===== src/rtl/checked_record_validator_defines.svh =====
// ----------------------------------------------------------------------------
// Checked record validator assertion macros
// Shared concurrent assertion forms for the validator RTL.
// ----------------------------------------------------------------------------
`ifndef CHECKED_RECORD_VALIDATOR_DEFINES_SVH
`define CHECKED_RECORD_VALIDATOR_DEFINES_SVH

// Same-cycle implication, disabled while reset is asserted.
`define CRV_ASSERT_IMP(lbl, clk, rst_n, ante, cons, msg) \
  lbl: assert property (@(posedge clk) disable iff (!(rst_n)) (ante) |-> (cons)) \
    else $error(msg);

// Next-cycle implication, disabled while reset is asserted.
`define CRV_ASSERT_NXT(lbl, clk, rst_n, ante, cons, msg) \
  lbl: assert property (@(posedge clk) disable iff (!(rst_n)) (ante) |=> (cons)) \
    else $error(msg);

`endif


===== src/rtl/crv_pkg.sv =====
// ----------------------------------------------------------------------------
// crv_pkg
// Types, constants and the CRC-32C byte step of the record validator.
// ----------------------------------------------------------------------------
package crv_pkg;

  localparam int unsigned AddrW   = 5;
  localparam int unsigned DataW   = 32;
  localparam int unsigned CountW  = 33;
  localparam int unsigned LenSumW = 34;
  localparam int unsigned HdrLen  = 48;

  localparam logic [31:0] CrcPoly = 32'h82F6_3B78;
  localparam logic [7:0]  ByteMask = 8'hFF;

  // Register indexes on the configuration port (byte address / 4).
  localparam logic [2:0] REG_VERSION    = 3'd0;
  localparam logic [2:0] REG_TYPE_SET   = 3'd1;
  localparam logic [2:0] REG_TYPE_ERASE = 3'd2;
  localparam logic [2:0] REG_TYPE_CKPT  = 3'd3;
  localparam logic [2:0] REG_TYPE_CLEAR = 3'd4;

  typedef enum logic [2:0] {
    ST_OK       = 3'd0,
    ST_SHORT    = 3'd1,
    ST_VERSION  = 3'd2,
    ST_FRAMING  = 3'd3,
    ST_CHECKSUM = 3'd4,
    ST_TYPE     = 3'd5
  } crv_status_e;

  typedef struct packed {
    logic [7:0] version;
    logic [7:0] code_set;
    logic [7:0] code_erase;
    logic [7:0] code_ckpt;
    logic [7:0] code_clear;
  } crv_cfg_t;

  typedef struct packed {
    crv_status_e  status;
    logic [7:0]   kind;
    logic [63:0]  sequence_res;
    logic [63:0]  expiry;
    logic [7:0]   option_bits;
    logic [31:0]  shard;
    logic [31:0]  shard_total;
    logic [15:0]  space_length;
    logic [31:0]  key_length;
    logic [31:0]  value_length;
  } crv_result_t;

  // Reflected CRC-32C update by one byte.
  function automatic logic [31:0] crc32c_byte(input logic [31:0] crc, input logic [7:0] b);
    logic [31:0] c;
    c = crc ^ {24'd0, b & ByteMask};
    for (int k = 0; k < 8; k++) begin
      c = c[0] ? (CrcPoly ^ (c >> 1)) : (c >> 1);
    end
    return c;
  endfunction

endpackage


===== src/rtl/checked_record_validator.sv =====
// ----------------------------------------------------------------------------
// checked_record_validator
// Byte-stream record header parser with CRC-32C check and status result.
// ----------------------------------------------------------------------------
// The block takes one record byte per clock and keeps taking bytes while a
// finished result waits in the output register. Each byte passes an input
// register and then updates the byte count, the running CRC-32C (one byte step
// per cycle, from offset 4 on) and the header fields. The result of a record is
// valid on the output from the clock edge after its last byte is accepted, when
// the output register is free. A last byte can wait in the input register for a
// free output register, and the input is held off while it waits; other
// bytes never wait there. There is no clearing pass after reset.
// Configuration writes belong to idle periods.

module checked_record_validator (
  input  logic                      clk_i,
  input  logic                      rst_ni,
  // Input stream
  input  logic                      s_axis_tvalid,
  output logic                      s_axis_tready,
  input  logic [7:0]                s_axis_tdata,   // [7:0] data_byte
  input  logic                      s_axis_tlast,   // last
  // Output stream
  output logic                      m_axis_tvalid,
  input  logic                      m_axis_tready,
  // [7:0] record_kind, [71:8] sequence_res, [135:72] expiry, [143:136] option_bits,
  // [175:144] shard, [207:176] shard_total, [223:208] space_length,
  // [255:224] key_length, [287:256] value_length
  output logic [287:0]              m_axis_tdata,
  output logic [2:0]                m_axis_tuser,   // [2:0] status
  // Configuration
  input  logic                      psel,
  input  logic                      penable,
  input  logic                      pwrite,
  input  logic [crv_pkg::AddrW-1:0] paddr,
  input  logic [crv_pkg::DataW-1:0] pwdata,
  output logic [crv_pkg::DataW-1:0] prdata,
  output logic                      pready
);

  crv_pkg::crv_cfg_t    cfg;
  crv_pkg::crv_result_t res;
  crv_pkg::crv_result_t out;
  logic                 res_valid;
  logic                 res_ready;

  crv_cfg_regs u_cfg (
    .clk_i   (clk_i),
    .rst_ni  (rst_ni),
    .psel    (psel),
    .penable (penable),
    .pwrite  (pwrite),
    .paddr   (paddr),
    .pwdata  (pwdata),
    .prdata  (prdata),
    .pready  (pready),
    .cfg_o   (cfg)
  );

  crv_rec_state u_rec (
    .clk_i       (clk_i),
    .rst_ni      (rst_ni),
    .in_valid_i  (s_axis_tvalid),
    .in_byte_i   (s_axis_tdata),
    .in_last_i   (s_axis_tlast),
    .in_ready_o  (s_axis_tready),
    .cfg_i       (cfg),
    .res_valid_o (res_valid),
    .res_o       (res),
    .res_ready_i (res_ready)
  );

  crv_out_reg u_out (
    .clk_i       (clk_i),
    .rst_ni      (rst_ni),
    .res_valid_i (res_valid),
    .res_i       (res),
    .res_ready_o (res_ready),
    .out_valid_o (m_axis_tvalid),
    .out_o       (out),
    .out_ready_i (m_axis_tready)
  );

  assign m_axis_tuser = out.status;
  assign m_axis_tdata = {out.value_length, out.key_length, out.space_length,
                         out.shard_total, out.shard, out.option_bits,
                         out.expiry, out.sequence_res, out.kind};

endmodule


===== src/rtl/crv_cfg_regs.sv =====
// ----------------------------------------------------------------------------
// crv_cfg_regs
// APB register file holding the version and the four accepted type codes.
// ----------------------------------------------------------------------------
module crv_cfg_regs (
  input  logic                      clk_i,
  input  logic                      rst_ni,
  input  logic                      psel,
  input  logic                      penable,
  input  logic                      pwrite,
  input  logic [crv_pkg::AddrW-1:0] paddr,
  input  logic [crv_pkg::DataW-1:0] pwdata,
  output logic [crv_pkg::DataW-1:0] prdata,
  output logic                      pready,
  output crv_pkg::crv_cfg_t         cfg_o
);

  crv_pkg::crv_cfg_t cfg_q;
  logic              wr_en;
  logic [2:0]        reg_idx;
  logic [7:0]        wr_byte;
  logic [7:0]        rd_byte;

  assign pready  = 1'b1;
  assign wr_en   = psel && penable && pwrite;
  assign reg_idx = paddr[4:2];
  assign wr_byte = pwdata[7:0];

  always_ff @(posedge clk_i or negedge rst_ni) begin
    if (!rst_ni) begin
      cfg_q.version    <= 8'd1;
      cfg_q.code_set   <= 8'd0;
      cfg_q.code_erase <= 8'd1;
      cfg_q.code_ckpt  <= 8'd2;
      cfg_q.code_clear <= 8'd3;
    end else if (wr_en) begin
      unique case (reg_idx)
        crv_pkg::REG_VERSION:    cfg_q.version    <= wr_byte;
        crv_pkg::REG_TYPE_SET:   cfg_q.code_set   <= wr_byte;
        crv_pkg::REG_TYPE_ERASE: cfg_q.code_erase <= wr_byte;
        crv_pkg::REG_TYPE_CKPT:  cfg_q.code_ckpt  <= wr_byte;
        crv_pkg::REG_TYPE_CLEAR: cfg_q.code_clear <= wr_byte;
        default: ;
      endcase
    end
  end

  always_comb begin
    unique case (reg_idx)
      crv_pkg::REG_VERSION:    rd_byte = cfg_q.version;
      crv_pkg::REG_TYPE_SET:   rd_byte = cfg_q.code_set;
      crv_pkg::REG_TYPE_ERASE: rd_byte = cfg_q.code_erase;
      crv_pkg::REG_TYPE_CKPT:  rd_byte = cfg_q.code_ckpt;
      crv_pkg::REG_TYPE_CLEAR: rd_byte = cfg_q.code_clear;
      default:                 rd_byte = 8'd0;
    endcase
  end

  assign prdata = {24'd0, rd_byte};
  assign cfg_o  = cfg_q;

endmodule


===== src/rtl/crv_rec_state.sv =====
// ----------------------------------------------------------------------------
// crv_rec_state
// Input register, record state (count, CRC, header fields) and status check.
// ----------------------------------------------------------------------------
`include "checked_record_validator_defines.svh"

module crv_rec_state (
  input  logic                   clk_i,
  input  logic                   rst_ni,
  input  logic                   in_valid_i,
  input  logic [7:0]             in_byte_i,
  input  logic                   in_last_i,
  output logic                   in_ready_o,
  input  crv_pkg::crv_cfg_t      cfg_i,
  output logic                   res_valid_o,
  output crv_pkg::crv_result_t   res_o,
  input  logic                   res_ready_i
);

  localparam logic [crv_pkg::CountW-1:0] CntMax = '1;

  // Input register.
  logic       s1_valid_q;
  logic [7:0] byte_q;
  logic       last_q;
  logic       advance;

  // Record state.
  logic [crv_pkg::CountW-1:0]  count_q, count_d, count_nxt;
  logic [31:0]                 crc_q, crc_d, crc_nxt;
  logic [31:0]                 stored_q, stored_d;
  logic [7:0]                  version_q, version_d;
  logic [7:0]                  type_q, type_d;
  logic [15:0]                 space_q, space_d;
  logic [31:0]                 key_q, key_d;
  logic [31:0]                 value_q, value_d;
  logic [63:0]                 seq_q, seq_d;
  logic [63:0]                 expiry_q, expiry_d;
  logic [7:0]                  options_q, options_d;
  logic [63:0]                 shard_q, shard_d;
  logic [crv_pkg::LenSumW-1:0] len_sum_q;

  logic [5:0] off;
  logic [2:0] sh_off;
  logic       in_hdr;
  logic       type_hit;
  crv_pkg::crv_status_e status;

  assign advance     = s1_valid_q && (!last_q || res_ready_i);
  assign in_ready_o  = !s1_valid_q || advance;
  assign res_valid_o = s1_valid_q && last_q;

  always_ff @(posedge clk_i or negedge rst_ni) begin
    if (!rst_ni) begin
      s1_valid_q <= 1'b0;
    end else if (in_ready_o) begin
      s1_valid_q <= in_valid_i;
    end
  end

  always_ff @(posedge clk_i) begin
    if (in_valid_i && in_ready_o) begin
      byte_q <= in_byte_i;
      last_q <= in_last_i;
    end
  end

  assign count_nxt = (count_q == CntMax) ? count_q : count_q + 1'b1;
  assign crc_nxt   = (count_q >= crv_pkg::CountW'(4)) ? crv_pkg::crc32c_byte(crc_q, byte_q)
                                                      : crc_q;
  assign off       = count_q[5:0];
  assign in_hdr    = (count_q < crv_pkg::CountW'(crv_pkg::HdrLen));
  assign sh_off    = 3'(off - 6'd36);

  always_comb begin
    count_d   = count_q;
    crc_d     = crc_q;
    stored_d  = stored_q;
    version_d = version_q;
    type_d    = type_q;
    space_d   = space_q;
    key_d     = key_q;
    value_d   = value_q;
    seq_d     = seq_q;
    expiry_d  = expiry_q;
    options_d = options_q;
    shard_d   = shard_q;
    if (advance) begin
      if (last_q) begin
        count_d   = '0;
        crc_d     = '1;
        stored_d  = '0;
        version_d = '0;
        type_d    = '0;
        space_d   = '0;
        key_d     = '0;
        value_d   = '0;
        seq_d     = '0;
        expiry_d  = '0;
        options_d = '0;
        shard_d   = '0;
      end else begin
        count_d = count_nxt;
        crc_d   = crc_nxt;
        if (in_hdr) begin
          priority if (off < 6'd4) begin
            stored_d[{off[1:0], 3'b000} +: 8] = byte_q;
          end else if (off == 6'd4) begin
            version_d = byte_q;
          end else if (off == 6'd5) begin
            type_d = byte_q;
          end else if (off < 6'd8) begin
            space_d[{off[0], 3'b000} +: 8] = byte_q;
          end else if (off < 6'd12) begin
            key_d[{off[1:0], 3'b000} +: 8] = byte_q;
          end else if (off < 6'd16) begin
            value_d[{off[1:0], 3'b000} +: 8] = byte_q;
          end else if (off < 6'd24) begin
            seq_d[{off[2:0], 3'b000} +: 8] = byte_q;
          end else if (off < 6'd32) begin
            expiry_d[{off[2:0], 3'b000} +: 8] = byte_q;
          end else if (off == 6'd32) begin
            options_d = byte_q;
          end else if (off >= 6'd36 && off < 6'd44) begin
            shard_d[{sh_off, 3'b000} +: 8] = byte_q;
          end else begin
            // Reserved header bytes only feed the checksum.
          end
        end
      end
    end
  end

  always_ff @(posedge clk_i or negedge rst_ni) begin
    if (!rst_ni) begin
      count_q   <= '0;
      crc_q     <= '1;
      stored_q  <= '0;
      version_q <= '0;
      type_q    <= '0;
      space_q   <= '0;
      key_q     <= '0;
      value_q   <= '0;
      seq_q     <= '0;
      expiry_q  <= '0;
      options_q <= '0;
      shard_q   <= '0;
    end else begin
      count_q   <= count_d;
      crc_q     <= crc_d;
      stored_q  <= stored_d;
      version_q <= version_d;
      type_q    <= type_d;
      space_q   <= space_d;
      key_q     <= key_d;
      value_q   <= value_d;
      seq_q     <= seq_d;
      expiry_q  <= expiry_d;
      options_q <= options_d;
      shard_q   <= shard_d;
    end
  end

  // The length fields settle by offset 15, long before a last byte at offset 47 or later
  // can be checked, so their sum is registered ahead of the frame compare.
  always_ff @(posedge clk_i) begin
    len_sum_q <= crv_pkg::LenSumW'(crv_pkg::HdrLen) + crv_pkg::LenSumW'(space_q)
               + crv_pkg::LenSumW'(key_q) + crv_pkg::LenSumW'(value_q);
  end

  assign type_hit = (type_q == cfg_i.code_set) || (type_q == cfg_i.code_erase) ||
                    (type_q == cfg_i.code_ckpt) || (type_q == cfg_i.code_clear);

  always_comb begin
    priority if (count_nxt < crv_pkg::CountW'(crv_pkg::HdrLen)) begin
      status = crv_pkg::ST_SHORT;
    end else if (version_q != cfg_i.version) begin
      status = crv_pkg::ST_VERSION;
    end else if (count_nxt[crv_pkg::CountW-1] ||
                 (len_sum_q != {1'b0, count_nxt})) begin
      status = crv_pkg::ST_FRAMING;
    end else if (~crc_nxt != stored_q) begin
      status = crv_pkg::ST_CHECKSUM;
    end else if (!type_hit) begin
      status = crv_pkg::ST_TYPE;
    end else begin
      status = crv_pkg::ST_OK;
    end
  end

  always_comb begin
    res_o        = '0;
    res_o.status = status;
    if (status == crv_pkg::ST_OK || status == crv_pkg::ST_TYPE) begin
      res_o.kind = type_q;
    end
    if (status == crv_pkg::ST_OK) begin
      res_o.sequence_res = seq_q;
      res_o.expiry       = expiry_q;
      res_o.option_bits  = options_q;
      res_o.shard        = shard_q[31:0];
      res_o.shard_total  = shard_q[63:32];
      res_o.space_length = space_q;
      res_o.key_length   = key_q;
      res_o.value_length = value_q;
    end
  end

  `CRV_ASSERT_NXT(a_clear_after_last, clk_i, rst_ni, advance && last_q,
    (count_q == '0) && (crc_q == '1) && (stored_q == '0), "record state not cleared after last byte")

  `CRV_ASSERT_NXT(a_hold_when_stalled, clk_i, rst_ni, s1_valid_q && !advance,
    s1_valid_q && $stable(byte_q) && $stable(last_q), "stalled byte lost from input register")

  `CRV_ASSERT_IMP(a_fields_zero_on_error, clk_i, rst_ni,
    res_valid_o && (res_o.status != crv_pkg::ST_OK) && (res_o.status != crv_pkg::ST_TYPE),
    (res_o.kind == 8'd0) && (res_o.sequence_res == 64'd0) && (res_o.key_length == 32'd0),
    "error result carries header fields")

endmodule


===== src/rtl/crv_out_reg.sv =====
// ----------------------------------------------------------------------------
// crv_out_reg
// Result register toward the output stream.
// ----------------------------------------------------------------------------
module crv_out_reg (
  input  logic                 clk_i,
  input  logic                 rst_ni,
  input  logic                 res_valid_i,
  input  crv_pkg::crv_result_t res_i,
  output logic                 res_ready_o,
  output logic                 out_valid_o,
  output crv_pkg::crv_result_t out_o,
  input  logic                 out_ready_i
);

  logic                 valid_q;
  crv_pkg::crv_result_t data_q;
  logic                 load;

  assign res_ready_o = !valid_q || out_ready_i;
  assign load        = res_valid_i && res_ready_o;

  always_ff @(posedge clk_i or negedge rst_ni) begin
    if (!rst_ni) begin
      valid_q <= 1'b0;
    end else if (res_ready_o) begin
      valid_q <= res_valid_i;
    end
  end

  always_ff @(posedge clk_i) begin
    if (load) begin
      data_q <= res_i;
    end
  end

  assign out_valid_o = valid_q;
  assign out_o       = data_q;

endmodule

===== config.mk =====
export PLATFORM = sky130hd
export DESIGN_NAME = checked_record_validator
export DESIGN_NICKNAME = d
export VERILOG_FILES = /design/src/rtl/crv_pkg.sv /design/src/rtl/checked_record_validator.sv /design/src/rtl/crv_cfg_regs.sv /design/src/rtl/crv_rec_state.sv /design/src/rtl/crv_out_reg.sv
export VERILOG_INCLUDE_DIRS = /design/src /design/src/rtl
export SDC_FILE = /design/constraint.sdc
export NUM_CORES = 1
export LEC_CHECK = 0
export ABC_AREA = 0
export BUFFER_PORTS_ARGS = -buffer_cell sky130_fd_sc_hd__buf_2
export CORE_MARGIN = 2
export CORE_UTILIZATION = 50
export DETAILED_ROUTE_END_ITERATION = 8
export PLACE_DENSITY = 0.65
export SETUP_SLACK_MARGIN = 0.3
export SLEW_MARGIN = 20
export SYNTH_ARGS = -nofsm -noshare
export SYNTH_HDL_FRONTEND = slang
export SYNTH_SLANG_ARGS = --single-unit

===== constraint.sdc =====
create_clock -name clk_i -period 9.3 [get_ports clk_i]
set_input_delay 2.325 -clock clk_i [delete_from_list [all_inputs] [get_ports clk_i]]
set_output_delay 2.325 -clock clk_i [all_outputs]
set_load 0.05 [all_outputs]

Yosys cells after proc, flatten, opt, wreduce, memory -nomap -nowiden:

Index checks and enable logic that the tools add are counted.

* mux-type cells: 100
* add/subtract/negate cells: 9
* shift operators: 8
* equal/unequal tests: 25
* bitwise operators: 10
* order comparisons: 11
* reductions and logical operators: 46

Operators by type and width (number)
* $mux W64: 31
* $mux W32: 28
* $bwmux W64: 3
* $mux W8: 20
* $not A16 Y17: 8
* $shift A8 B8 Y64 const A: 2
* $shiftx A8 B8 Y64: 2
* $bwmux W32: 3
* $mux W16: 6
* $add A34 B32 Y34: 2
* $lt A33 B6 Y1 const B: 2
* $mux W33: 2
* $pmux W8 S5: 1
* $ne A34 B33 Y1: 1
* $add A33 B1 Y33 const B: 1
* $eq A33 B33 Y1 const B: 1
* $ge A33 B3 Y1 const B: 1
* $eq A8 B8 Y1: 4
* $ne A32 B32 Y1: 1
* $not A32 Y32: 1
* $shift A8 B7 Y32 const A: 1
* $shiftx A8 B7 Y32: 1
* $xor A32 B8 Y32: 1
* $reduce_bool A2 Y1: 11
* other kinds (36): 75

* output and inout port bits: 326
* word-level logic and storage cells: 241
* bits of input ports: 53
* register bits after elaboration: 769

Logic depth before layout (Yosys ltp):

* depth after elaboration: 26
* gate-level depth with buffers: 19
* mapped depth without buffers: 19

By module:

A second synthesis with hierarchy kept.

* cells, all modules: 3767
* area total of the unflattened synthesis: 39854.5 sq um

By module, submodules not included
* crv_rec_state: instances 1, area each 28937.8 sq um, cells an instance 3314, sequential area each 10850.4 sq um
* crv_out_reg: instances 1, area each 8792.2 sq um, cells an instance 295, sequential area each 8763.4 sq um
* crv_cfg_regs: instances 1, area each 2124.5 sq um, cells an instance 158, sequential area each 1007.2 sq um

Least setup slack after synthesis:

No wires, ideal clock.

* kind: input-to-reg
* start: input m_axis_tready
* end: register u_out.data_q, in the netlist u_out.out_o[0], enable pin
* data required time: 8660 ps
* data arrival time: 8367 ps
* setup time: 640 ps
* path buffers: 1
* stages: 4
* slack: 293 ps
* path through: nand2b_1 nand3_1 clkbuf_1 inv_1

* longest elaborated chain between the ends: 2

RTL lines
* start, declared: RTL line checked_record_validator.sv:25 `input logic m_axis_tready,`
* $logic_or A1 B1 Y1: RTL line crv_out_reg.sv:20 `assign res_ready_o = !valid_q || out_ready_i;`
* $logic_and A1 B1 Y1: RTL line crv_out_reg.sv:21 `assign load = res_valid_i && res_ready_o;`
* named net u_out.load: RTL line crv_out_reg.sv:18 `logic load;`
* end signal, assigned: RTL line crv_out_reg.sv:33 `data_q <= res_i;`
* end, declared: RTL line crv_out_reg.sv:17 `crv_pkg::crv_result_t data_q;`

The timed path passes the listed nets, and every way through them passes these cells.
A chain may end at the register's enable or synchronous reset.

Worst setup path after layout:

* start: input paddr[3] (netlist name)
* end: output prdata[0] (netlist name)

* longest elaborated chain between the ends: 2
* elaborated cells on any way between the ends: 6
* those cells by class: eq/ne: 4; mux: 1; reduce/logical: 1

RTL lines
* start, declared: RTL line checked_record_validator.sv:35 `input logic [crv_pkg::AddrW-1:0] paddr,`
* $eq A3 B3 Y1, or another cell as far along: RTL line crv_cfg_regs.sv:49 `unique case (reg_idx)`
* $pmux W8 S5 *: RTL line crv_cfg_regs.sv:49
* end, declared: RTL line checked_record_validator.sv:37 `output logic [crv_pkg::DataW-1:0] prdata,`

Every way passes the cells marked *; elsewhere a longest branch is shown, timed or not.

==> results.cfg <==
[status]
status = complete, no violations

[cts]
cts_sinks = 769
cts_resized = 0
h-tree-depth = 3
clk_latency_ns = 0.65
cts-root-buf = clkbuf_16
cts_buffer_depth = 3
numCtsBuffers = 82
cts_tree = done
clk_pin_slew_ns = 0.06
cts_setup_buffers = 0
postCtsHoldBufs = 0

[worst_setup_path]
critPathKind = in2out
cp_num_buf_inv = 2
crit_path_frequent_cell = buf_2
start_kind = primary input
cp.arrival_ns = 3.89
crit_family = simple AND/OR/NAND/NOR gates
worstPathRequired_ns = 6.98
slowest_stage = nor2_1
crit_path_start = paddr[3]
max_stage_delay_ns = 0.57
critPathMaxFanout = 20
reg2reg_slack_ns = 3.25
r2r_cells = 11
r2r_start = u_rec.count_q[7]
endpoint_kind = primary output
path_cells = buf_2 > nor2_1 > a22oi_1 > o22ai_1 > buf_2
r2r_end = u_out.out_o[145]

[place]
finalWeightedCongestion = 0.992
dpl.hpwl_um = 73400
place_ws_ns = 3.14
port_buffers = 327

[flow_run]
drv_cap = 0

[detailed_routing]
drt_iter0_drc = 2625
vias = 27281
routedWlPerCell_um = 22.8
drc = 0
routed_wl_um = 108000
first_pass_iters = 8
viasPerCell = 5.75
drtAntennaViolNets = 0

[hold_path]
worstHoldEndpoint = u_rec.shard_q[15]
whs_path_depth = 2
holdCritStartpoint = u_rec.shard_q[15]
hp-class = reg2reg

[yosys]
postSynthCellCount = 3465
seq_area_frac_synth_pct = 54.3
synth_top_cell_by_area = dfrtp_1
ys_types = 90
ys_top_cells_by_area = dfrtp_1, edfxtp_1, and2_1
ys_ff_latch = 769
ys.flop_type = dfrtp_1
ys_warn_count = 0
syn_avg_cell_area_um2 = 11.0
syn-cell-area_um2 = 38000
synthArstFlopShare_pct = 56.6
synth_edf_count = 300
yosysTopAreaCellShare_pct = 26.2

[sta]
relSlewSlack_pct = 22.4
setup_viol = 0
post-route-period-util_pct = 66.9
fin_tns_setup_ns = 0
finalWorstSetupSlack_ns = 3.08
finalCriticalPeriod_ns = 6.22
rsz0062_at_grt = false
max_freq_mhz = 161
hold_viol = 0
report.final.slew_viol_count = 0
worst_pin_slew_ns = 1.16
finClkSkew_ns = 0.0205

[die]
die_w_um = 280
core_um2 = 75600
row_count = 101
initial_utilization_pct = 50.3
io_pins = 379
die_y_um = 280
die_area_um2 = 78200

[global_routing]
grt_start_max_net_pins = 190
grt_pass1_wl_um = 164000
gr-total-overflow = 0
grt_usage_pct = 27.5
antenna_found_initial = 1
grt_pass1_vias = 26135

[power]
p_leak_uw = 0.0185
ir_worst_vdd_uv = 203
power_density_nw_per_um2 = 281

[finish]
final_util_pct = 56.6
areaGrowthSynthToFinish_pct = 12.7
nets = 3825
drive_above_1_share_pct = 19.4
-- synth_stat cells, types with 26 or more instances --
library cell / instances
inv_1: 91
o21ai_0: 281
ha_1: 54
dfstp_2: 37
clkbuf_1: 171
dfxtp_1: 34
xor2_1: 75
nand3_1: 60
nand2_1: 383
nor4_1: 26
a22oi_1: 139
dfrtp_1: 398
mux2_2: 149
a21oi_1: 110
nand4_1: 27
nor2_1: 177
xnor2_1: 146
edfxtp_1: 300
and3_1: 38
and2_1: 302
nor3_1: 28
o22ai_1: 35
buf_4: 34
-- layout by cell type (no fill, tap or decap), drive strengths merged, types with 13 or more instances in the layout --
master / synthesis / routed
xnor2: 152 / 152
mux2i: 15 / 15
nor2b: 25 / 25
edfxtp: 300 / 300
nor4: 32 / 32
fa: 18 / 18
and2: 303 / 303
o31ai: 15 / 15
xor2: 76 / 76
buf: 81 / 380
inv: 91 / 95
ha: 54 / 54
nand2: 383 / 383
dfrtp: 398 / 398
a21oi: 110 / 110
dfxtp: 34 / 34
o22ai: 35 / 35
nand3: 60 / 60
conb: 2 / 25
dfstp: 37 / 37
nand4: 28 / 28
o21ai: 282 / 282
a22oi: 139 / 139
nor3: 29 / 29
nor2: 178 / 178
xnor3: 14 / 14
and3: 38 / 38
nand2b: 13 / 13
clkbuf: 171 / 100
mux2: 149 / 149
clkinv: 0 / 37
a31oi: 20 / 20
-- tightest hold or removal path, delay by kind of cell (launching register included) --
family           cells  cell delay, ns
AND/OR/NAND/NOR      1            0.06
flip-flops           1            0.33
AO/OA/AOI/OAI        1            0.06
-- final cells by class --
cell class	count	area (um2)
fillers	6509	32800
flip-flops and latches	769	20600
multi-input cells	2376	15900
clock buffers	100	2150
repair buffers	380	2080
well taps	978	1220
clock inverters	52	484
inverters	91	345
diodes	1	2.50
-- worst max-delay path by stage --
| stage | endpoint | depth (start not counted) | slack (ns) |
|---|---|---|---|
| floorplan | u_out.out_o[0] | 4 | 1.53 |
| global placement | prdata[0] | 5 | 3.13 |
| detailed placement | prdata[0] | 5 | 3.14 |
| CTS | prdata[0] | 5 | 3.14 |
| global route | u_out.out_o[118] | 11 | 2.87 |
| finish | prdata[0] | 5 | 3.08 |
-- flip-flops by register name, indices dropped and copies added (netlist names), 16 cells and up --
| register | count |
|---|---|
| u_rec.space_q | 16 |
| u_cfg.cfg_o | 40 |
| u_rec.count_q | 33 |
| u_rec.stored_q | 32 |
| u_rec.crc_q | 32 |
| u_rec.expiry_q | 64 |
| u_rec.key_q | 32 |
| u_rec.len_sum_q | 34 |
| u_rec.seq_q | 64 |
| u_rec.shard_q | 64 |
| u_rec.value_q | 32 |
| u_out.out_o | 291 |
-- report_power, final --
part	internal [uW]	switching (uW)	total [uW]
clock network	1830	1410	3240
registers	4110	572	4680
logic	1780	2310	4090
total	7720	4300	12000
-- cells by family (layout without fill, tap and decap cells) --
kind of cell / count (synthesis) / count (layout) / synth area share (%)
compound gates: 712 / 712 / 11.6
xor+xnor: 248 / 248 / 6.72
other cells: 2 / 26 / 0.0198
buf+inv: 343 / 623 / 4.20
fa+ha+maj: 72 / 72 / 2.73
simple gates: 1154 / 1154 / 15.5
mux: 165 / 165 / 4.87
flops: 769 / 769 / 54.3
-- stage by stage --
step / hold slack [ns] / power (uW) / area, um2 / std cells
after detailed placement: 0.486 / 8770 / 40100 / 4594
after CTS: 0.500 / 12000 / 42800 / 4746
after floorplan: 0.460 / 7760 / 38100 / 3488
final: 0.494 / 12000 / 42800 / 4747
after global routing: 0.512 / 12700 / 42800 / 4746
after global placement: 0.476 / 8710 / 40100 / 4594
-- per-layer routing --
layer	vias to the layer above	track usage [%]	wire length (um)
met1	13607	39.7	48100
met2	888	43.6	51300
met4	0	8.43	2850
met5	-	0	0
met3	148	3.24	5780
li1	12638	-	-
(Power assumes the default switching activity.)
